## src/hdl/ppi4_pkg.sv

```systemverilog
// ----------------------------------------------------------------------------
// ppi4_pkg
// Shared constants, types and the coefficient table of the 4x polyphase
// true-peak interpolator.
// ----------------------------------------------------------------------------
package ppi4_pkg;

    localparam int SAMPLE_BITS    = 24;
    localparam int TAPS_PER_PHASE = 12;
    localparam int PHASE_COUNT    = 4;
    localparam int COEF_FRAC_BITS = 13;
    localparam int COEF_BITS      = 14;
    localparam int TAP_W          = $clog2(TAPS_PER_PHASE);
    localparam int PHASE_W        = $clog2(PHASE_COUNT);
    localparam int PROD_W         = SAMPLE_BITS + COEF_BITS;
    localparam int ACC_W          = PROD_W + TAP_W;

    localparam logic [TAP_W-1:0]   LAST_TAP   = TAP_W'(TAPS_PER_PHASE - 1);
    localparam logic [PHASE_W-1:0] LAST_PHASE = PHASE_W'(PHASE_COUNT - 1);

    typedef logic signed [SAMPLE_BITS-1:0] sample_t;
    typedef logic signed [COEF_BITS-1:0]   coef_t;

    localparam coef_t COEF_TABLE [PHASE_COUNT][TAPS_PER_PHASE] = '{
        '{  14,    90,  -161,   272,  -487,  1125,  7964,  -838,   390,  -218,   122,   -68 },
        '{ -239,   240,  -424,   730, -1364,  3810,  6388, -1641,   832,  -477,   271,  -155 },
        '{ -155,   271,  -477,   832, -1641,  6388,  3810, -1364,   730,  -424,   240,  -239 },
        '{  -68,   122,  -218,   390,  -838,  7964,  1125,  -487,   272,  -161,    90,    14 }
    };

    typedef struct packed {
        logic               shift_en;
        logic               mul_en;
        logic               mul_first;
        logic [TAP_W-1:0]   tap;
        logic [PHASE_W-1:0] phase;
        logic               emit;
        logic               last;
    } ppi4_ctl_t;

endpackage

```

## src/hdl/ppi4_delay.sv

```systemverilog
// ----------------------------------------------------------------------------
// ppi4_delay
// Twelve-entry circular sample delay line with a tap read port addressed
// relative to the newest sample.
// ----------------------------------------------------------------------------
module ppi4_delay
    import ppi4_pkg::*;
(
    input  logic             clk,
    input  logic             rst_n,
    input  logic             shift_en,
    input  sample_t          in_sample,
    input  logic [TAP_W-1:0] tap,
    output sample_t          tap_sample
);

    sample_t          line_reg [TAPS_PER_PHASE];
    logic [TAP_W-1:0] newest_reg;
    logic [TAP_W-1:0] newest_next;
    logic [TAP_W-1:0] slot;

    assign newest_next = (newest_reg == LAST_TAP) ? '0 : newest_reg + TAP_W'(1);

    always_comb
    begin
        if (newest_reg >= tap)
        begin
            slot = newest_reg - tap;
        end
        else
        begin
            slot = TAP_W'(TAP_W'(TAPS_PER_PHASE) + newest_reg - tap);
        end
    end

    assign tap_sample = line_reg[slot];

    always_ff @(posedge clk or negedge rst_n)
    begin
        if (!rst_n)
        begin
            newest_reg <= LAST_TAP;
            for (int i = 0; i < TAPS_PER_PHASE; i++)
            begin
                line_reg[i] <= '0;
            end
        end
        else if (shift_en)
        begin
            newest_reg            <= newest_next;
            line_reg[newest_next] <= in_sample;
        end
    end

endmodule

```

## src/hdl/ppi4_mac.sv

```systemverilog
// ----------------------------------------------------------------------------
// ppi4_mac
// Shared multiply-accumulate unit with registered product, followed by
// round-to-nearest and saturation of the accumulated sum.
// ----------------------------------------------------------------------------
module ppi4_mac
    import ppi4_pkg::*;
(
    input  logic    clk,
    input  logic    rst_n,
    input  logic    mul_en,
    input  logic    mul_first,
    input  sample_t sample,
    input  coef_t   coef,
    output sample_t result
);

    localparam int Q_W = ACC_W - COEF_FRAC_BITS;
    localparam logic signed [Q_W-1:0] SAT_MAX = Q_W'((64'sd1 <<< (SAMPLE_BITS - 1)) - 1);
    localparam logic signed [Q_W-1:0] SAT_MIN = Q_W'(-(64'sd1 <<< (SAMPLE_BITS - 1)));
    localparam logic signed [ACC_W-1:0] HALF  = ACC_W'(64'sd1 <<< (COEF_FRAC_BITS - 1));

    logic signed [PROD_W-1:0] prod_reg;
    logic signed [PROD_W-1:0] prod_next;
    logic                     prod_valid_reg;
    logic                     prod_first_reg;
    logic signed [ACC_W-1:0]  acc_reg;
    logic signed [ACC_W-1:0]  acc_next;
    logic signed [ACC_W-1:0]  rounded;
    logic signed [Q_W-1:0]    quot;

    assign prod_next = sample * coef;

    always_comb
    begin
        acc_next = acc_reg;
        if (prod_valid_reg)
        begin
            acc_next = (prod_first_reg ? '0 : acc_reg) + ACC_W'(prod_reg);
        end
    end

    always_ff @(posedge clk or negedge rst_n)
    begin
        if (!rst_n)
        begin
            prod_valid_reg <= 1'b0;
            prod_first_reg <= 1'b0;
        end
        else
        begin
            prod_valid_reg <= mul_en;
            prod_first_reg <= mul_first;
        end
    end

    always_ff @(posedge clk)
    begin
        if (mul_en)
        begin
            prod_reg <= prod_next;
        end
        acc_reg <= acc_next;
    end

    // floor((acc + half) / 2^13), then clamp
    assign rounded = acc_reg + HALF;
    assign quot    = rounded[ACC_W-1:COEF_FRAC_BITS];

    always_comb
    begin
        if (quot > SAT_MAX)
        begin
            result = SAT_MAX[SAMPLE_BITS-1:0];
        end
        else if (quot < SAT_MIN)
        begin
            result = SAT_MIN[SAMPLE_BITS-1:0];
        end
        else
        begin
            result = quot[SAMPLE_BITS-1:0];
        end
    end

endmodule

```

## src/hdl/ppi4_ctrl.sv

```systemverilog
// ----------------------------------------------------------------------------
// ppi4_ctrl
// Sequencer stepping the shared MAC through twelve taps for each of the
// four phases of one input word.
// ----------------------------------------------------------------------------
module ppi4_ctrl
    import ppi4_pkg::*;
(
    input  logic      clk,
    input  logic      rst_n,
    input  logic      in_valid,
    input  logic      out_free,
    output logic      in_stall,
    output ppi4_ctl_t ctl
);

    typedef enum logic [3:0] {
        S_IDLE  = 4'b0001,
        S_MAC   = 4'b0010,
        S_DRAIN = 4'b0100,
        S_EMIT  = 4'b1000
    } ppi4_state_t;

    ppi4_state_t        state_reg;
    ppi4_state_t        state_next;
    logic [TAP_W-1:0]   tap_reg;
    logic [TAP_W-1:0]   tap_next;
    logic [PHASE_W-1:0] phase_reg;
    logic [PHASE_W-1:0] phase_next;

    assign in_stall = (state_reg != S_IDLE);

    always_comb
    begin
        state_next    = state_reg;
        tap_next      = tap_reg;
        phase_next    = phase_reg;
        ctl.shift_en  = 1'b0;
        ctl.mul_en    = 1'b0;
        ctl.mul_first = (tap_reg == '0);
        ctl.tap       = tap_reg;
        ctl.phase     = phase_reg;
        ctl.emit      = 1'b0;
        ctl.last      = (phase_reg == LAST_PHASE);
        case (state_reg)
            S_IDLE:
            begin
                if (in_valid)
                begin
                    ctl.shift_en = 1'b1;
                    tap_next     = '0;
                    phase_next   = '0;
                    state_next   = S_MAC;
                end
            end
            S_MAC:
            begin
                ctl.mul_en = 1'b1;
                if (tap_reg == LAST_TAP)
                begin
                    state_next = S_DRAIN;
                end
                else
                begin
                    tap_next = tap_reg + TAP_W'(1);
                end
            end
            S_DRAIN:
            begin
                state_next = S_EMIT;
            end
            S_EMIT:
            begin
                if (out_free)
                begin
                    ctl.emit = 1'b1;
                    tap_next = '0;
                    if (phase_reg == LAST_PHASE)
                    begin
                        state_next = S_IDLE;
                    end
                    else
                    begin
                        phase_next = phase_reg + PHASE_W'(1);
                        state_next = S_MAC;
                    end
                end
            end
            default:
            begin
                state_next = S_IDLE;
            end
        endcase
    end

    always_ff @(posedge clk or negedge rst_n)
    begin
        if (!rst_n)
        begin
            state_reg <= S_IDLE;
            tap_reg   <= '0;
            phase_reg <= '0;
        end
        else
        begin
            state_reg <= state_next;
            tap_reg   <= tap_next;
            phase_reg <= phase_next;
        end
    end

endmodule

```

## src/hdl/polyphase_4x_audio_interpolator_top.sv

```systemverilog
// ----------------------------------------------------------------------------
// polyphase_4x_audio_interpolator_top
// 4x polyphase true-peak interpolator, one audio channel.
//
// Input channel (in_valid / in_stall / in_sample): one signed 24-bit word per
// base-rate sample. The word is shifted into a 12-entry delay line.
// Output channel (out_valid / out_stall / out_sample, phase_index,
// last_of_run): four words per input word, phases 0 to 3 in order, with
// last_of_run set on phase 3. Each is a 12-tap dot product rounded to
// nearest and saturated to 24 bits.
// A single multiply-accumulate unit does all 48 products: each phase does
// twelve multiplies, then an accumulate step and an output step. The first
// result appears once the first phase is through, and no new input word is
// taken until all four phases are done.
// in_stall is high from acceptance until the phase 3 word is loaded into
// the output register. When the receiver stalls, the output register holds
// its word and the sequencer waits at the end of the next phase.
// Reset clears the delay line to zero and empties the output register.
// ----------------------------------------------------------------------------
module polyphase_4x_audio_interpolator_top
    import ppi4_pkg::*;
(
    input  logic                   clk,
    input  logic                   rst_n,
    input  logic                   in_valid,
    output logic                   in_stall,
    input  logic signed [SAMPLE_BITS-1:0] in_sample,
    output logic                   out_valid,
    input  logic                   out_stall,
    output logic signed [SAMPLE_BITS-1:0] out_sample,
    output logic [PHASE_W-1:0]     phase_index,
    output logic                   last_of_run
);

    ppi4_ctl_t          ctl;
    logic               out_free;
    sample_t            tap_sample;
    sample_t            mac_result;
    logic               out_valid_reg;
    sample_t            out_sample_reg;
    logic [PHASE_W-1:0] phase_index_reg;
    logic               last_of_run_reg;

    assign out_free = !out_valid_reg || !out_stall;

    ppi4_ctrl u_ctrl (
        .clk      (clk),
        .rst_n    (rst_n),
        .in_valid (in_valid),
        .out_free (out_free),
        .in_stall (in_stall),
        .ctl      (ctl)
    );

    ppi4_delay u_delay (
        .clk        (clk),
        .rst_n      (rst_n),
        .shift_en   (ctl.shift_en),
        .in_sample  (in_sample),
        .tap        (ctl.tap),
        .tap_sample (tap_sample)
    );

    ppi4_mac u_mac (
        .clk       (clk),
        .rst_n     (rst_n),
        .mul_en    (ctl.mul_en),
        .mul_first (ctl.mul_first),
        .sample    (tap_sample),
        .coef      (COEF_TABLE[ctl.phase][ctl.tap]),
        .result    (mac_result)
    );

    always_ff @(posedge clk or negedge rst_n)
    begin
        if (!rst_n)
        begin
            out_valid_reg <= 1'b0;
        end
        else if (ctl.emit)
        begin
            out_valid_reg <= 1'b1;
        end
        else if (!out_stall)
        begin
            out_valid_reg <= 1'b0;
        end
    end

    always_ff @(posedge clk)
    begin
        if (ctl.emit)
        begin
            out_sample_reg  <= mac_result;
            phase_index_reg <= ctl.phase;
            last_of_run_reg <= ctl.last;
        end
    end

    assign out_valid   = out_valid_reg;
    assign out_sample  = out_sample_reg;
    assign phase_index = phase_index_reg;
    assign last_of_run = last_of_run_reg;

endmodule
```

## config.mk

```make
export PLATFORM = sky130hd
export DESIGN_NAME = polyphase_4x_audio_interpolator_top
export DESIGN_NICKNAME = d
export VERILOG_FILES = /design/src/hdl/ppi4_pkg.sv /design/src/hdl/ppi4_delay.sv /design/src/hdl/ppi4_mac.sv /design/src/hdl/ppi4_ctrl.sv /design/src/hdl/polyphase_4x_audio_interpolator_top.sv
export SDC_FILE = /design/constraint.sdc
export NUM_CORES = 2
export LEC_CHECK = 0
export BUFFER_PORTS_ARGS = -buffer_cell sky130_fd_sc_hd__buf_2
export CORE_MARGIN = 5
export CORE_UTILIZATION = 45
export CTS_CLUSTER_SIZE = 20
export DETAILED_ROUTE_END_ITERATION = 12
export SLEW_MARGIN = 40
export SYNTH_ARGS = -nofsm -noshare
export SYNTH_HDL_FRONTEND = slang
export SYNTH_SLANG_ARGS = --single-unit
```

## constraint.sdc

```tcl
create_clock -name clk -period 22.1 [get_ports clk]
set_input_delay 2.21 -clock clk [delete_from_list [all_inputs] [get_ports clk]]
set_output_delay 2.21 -clock clk [all_outputs]
set_load 0.02 [all_outputs]
```

==> flow_summary.json <==
{
  "worstPathRequired_ns": 22.43,
  "fmax_mhz": 93.9,
  "use_met2_pct": 34.2,
  "grt_usage_pct": 20.0,
  "finalSetupTns_ns": 0,
  "cap_violations": 0,
  "synthFlopType": "dfrtp_1",
  "synth-edff-count": 107,
  "critPathLaunchType": "register",
  "grt_pass1_wl_mm": 128,
  "skew_ns": 0.0500,
  "syn_area_per_cell_um2": 11.2,
  "worst_r2r_startpoint": "u_ctrl.tap_reg[1]",
  "dp_hpwl_mm": 55.5,
  "synth_seq_cells": 412,
  "drive_above_1_share_pct": 21.0,
  "cts.sinks": 412,
  "finalSetupViolations": 0,
  "postCtsHoldBufs": 0,
  "die_area_um2": 79400,
  "fillCellCount": 6522,
  "criticalPathCategory": "reg -> reg",
  "io_pins": 57,
  "final_common_cell": "inv_1",
  "cts_tree": "yes",
  "async_flop_share_pct": 74.0,
  "yosys.area.top_type": "dfrtp_1",
  "drtAntennaViolNets": 0,
  "cts_buffers": 46,
  "largest_reg_flops": 288,
  "yosysSeqAreaShare_pct": 32.6,
  "syn_nets": 3469,
  "clockRootBuffer": "clkbuf_16",
  "final_core_util_pct": 49.6,
  "netlist_area_um2": 33200,
  "rsz0062_at_grt": "false",
  "crit_top_cell": "fa_1",
  "synthCells": 2973,
  "grtUsageMet1_pct": 25.9,
  "ys_types": 81,
  "core_um2": 73100,
  "post-cts-setup-buffers": 0,
  "synthDominantCellAreaShare_pct": 22.7,
  "insertion_delay_ns": 0.63,
  "slowest_stage": "buf_4",
  "slew_headroom_pct": 39.2,
  "period_minus_slack_ns": 10.65,
  "drtIter0Drc": 1032,
  "synthTopCellsByArea": "dfrtp_1, fa_1, mux2_2",
  "avgRoutedWirePerCell_um": 19.4,
  "grt.busiest_layer": "met2",
  "cp_max_fo": 48,
  "ctsResizeCount": 0,
  "via_per_inst": 5.46,
  "worstMarginPinSlew_ns": 0.887,
  "fin_crit_sh_pct": 48.2,
  "antenna_found_initial": 7,
  "vias": 21600,
  "grt_pass1_vias": 24000,
  "place.gp.congestion": 0.864,
  "nets": 3459,
  "layout_common_cells": "inv_1, fa_1, dfrtp_1",
  "hold_violations": 0,
  "grt_max_degree": 93,
  "syn2layout_area_growth_pct": 9.04,
  "slew_violations": 0,
  "drc_errors": 0,
  "yosys_warnings": 0,
  "cts_max_path_buffers": 3,
  "grt_util_met3_pct": 3.61,
  "cp.arrival_ns": 10.97,
  "die_w_um": 282,
  "hp-class": "reg -> reg",
  "io_buffers": 56,
  "wirelength_mm": 76.8,
  "die_h_um": 282,
  "endpoint_kind": "register",
  "grt.overflow.total": 0,
  "cts_htree_levels": 2,
  "run_status": "complete, no violations",
  "path_clk_slew_ns": 0.06,
  "crit_path_start": "u_ctrl.tap_reg[1]",
  "drtPass1Iterations": 5,
  "std_cell_rows": 99,
  "hold_path.startpoint": "u_delay.line_reg[28]",
  "initial_utilization_pct": 45.5,
  "cp_slowest_stage_delay_ns": 0.64
}
[metal layers]
metal | wire [um] | share of wire, %
met5 | 55 | 0.072
met4 | 2720 | 3.5
met3 | 3690 | 4.8
met2 | 36900 | 48
met1 | 33500 | 44
[synth_stat cells, drive strengths merged, types with 3 or more instances]
cell      n
and3     18
nand2   252
dfrtp   301
a22oi     3
inv     363
xor2     36
o211ai    9
mux2i    27
ha      149
a211oi   19
mux4     74
a21oi    93
a211o     4
nor3     23
or3       6
nor3b     5
nor2b   115
nand2b   21
clkbuf  110
or2       6
a311oi    4
edfxtp  107
a21o     32
o21ai   108
o22ai     9
nand3b    6
a31oi    10
mux2    299
xnor2    72
o21a     16
nand3    53
buf      46
and2     47
dfstp     4
and4      6
a31o      4
fa      319
nor2    140
o21bai   11
o31a      3
nand4    12
[through the flow]
step	instances	setup WS, ns	instance area [um^2]	hold WS, ns
after global placement	3871	11.24	34400	0.481
after floorplan	2973	13.29	33200	0.467
final	3961	11.45	36200	0.499
after CTS	3959	11.24	36200	0.503
after detailed placement	3874	11.26	34500	0.490
after global routing	3959	10.76	36200	0.510
[kinds of logic after synthesis]
| kind of cell | Yosys count | share of synthesized area (%) |
|---|---|---|
| AO/OA/AOI/OAI | 353 | 6.84 |
| XOR/XNOR | 108 | 2.87 |
| adder cells (fa/ha/maj) | 468 | 24.8 |
| buffers and inverters | 519 | 6.34 |
| flip-flops | 412 | 32.6 |
| multiplexers | 400 | 16.0 |
| AND/OR/NAND/NOR | 713 | 10.5 |
[path summary, 6_finish.rpt]
check | end | slack, ns | depth (start not counted)
max | u_mac.prod_reg[36] | 11.45 | 32
min | u_delay.line_reg[28] | 0.50 | 1
max reg2reg | u_mac.prod_reg[36] | 11.45 | 32
min reg2reg | u_delay.line_reg[28] | 0.50 | 1
max in group asynchronous | u_delay.line_reg[144] | 19.36 | 2
min in group asynchronous | u_delay.line_reg[285] | 1.52 | 1
[critical path: cells and delay by family, from the launching register on]
family,cells,cell delay [ns]
simple gates,5,0.83
xor+xnor,2,0.30
mux,2,0.71
fa+ha+maj,8,4.06
compound gates,9,2.54
buf+inv,6,1.56
flops,1,0.32
[layout make-up]
class / instances / area (um^2) / share of cell area [%]
clock buffers: 67 / 1340 / 3.70
multi-input cells: 2042 / 20500 / 56.6
diodes: 2 / 5.00 / 0.0138
inverters: 363 / 1360 / 3.76
flip-flops and latches: 412 / 10900 / 29.9
well taps: 959 / 1200 / 3.31
clock inverters: 18 / 298 / 0.822
repair buffers: 98 / 656 / 1.81
Power is not shown: default switching activity piles up to over one toggle a cycle in this logic, so the estimate is an artifact.
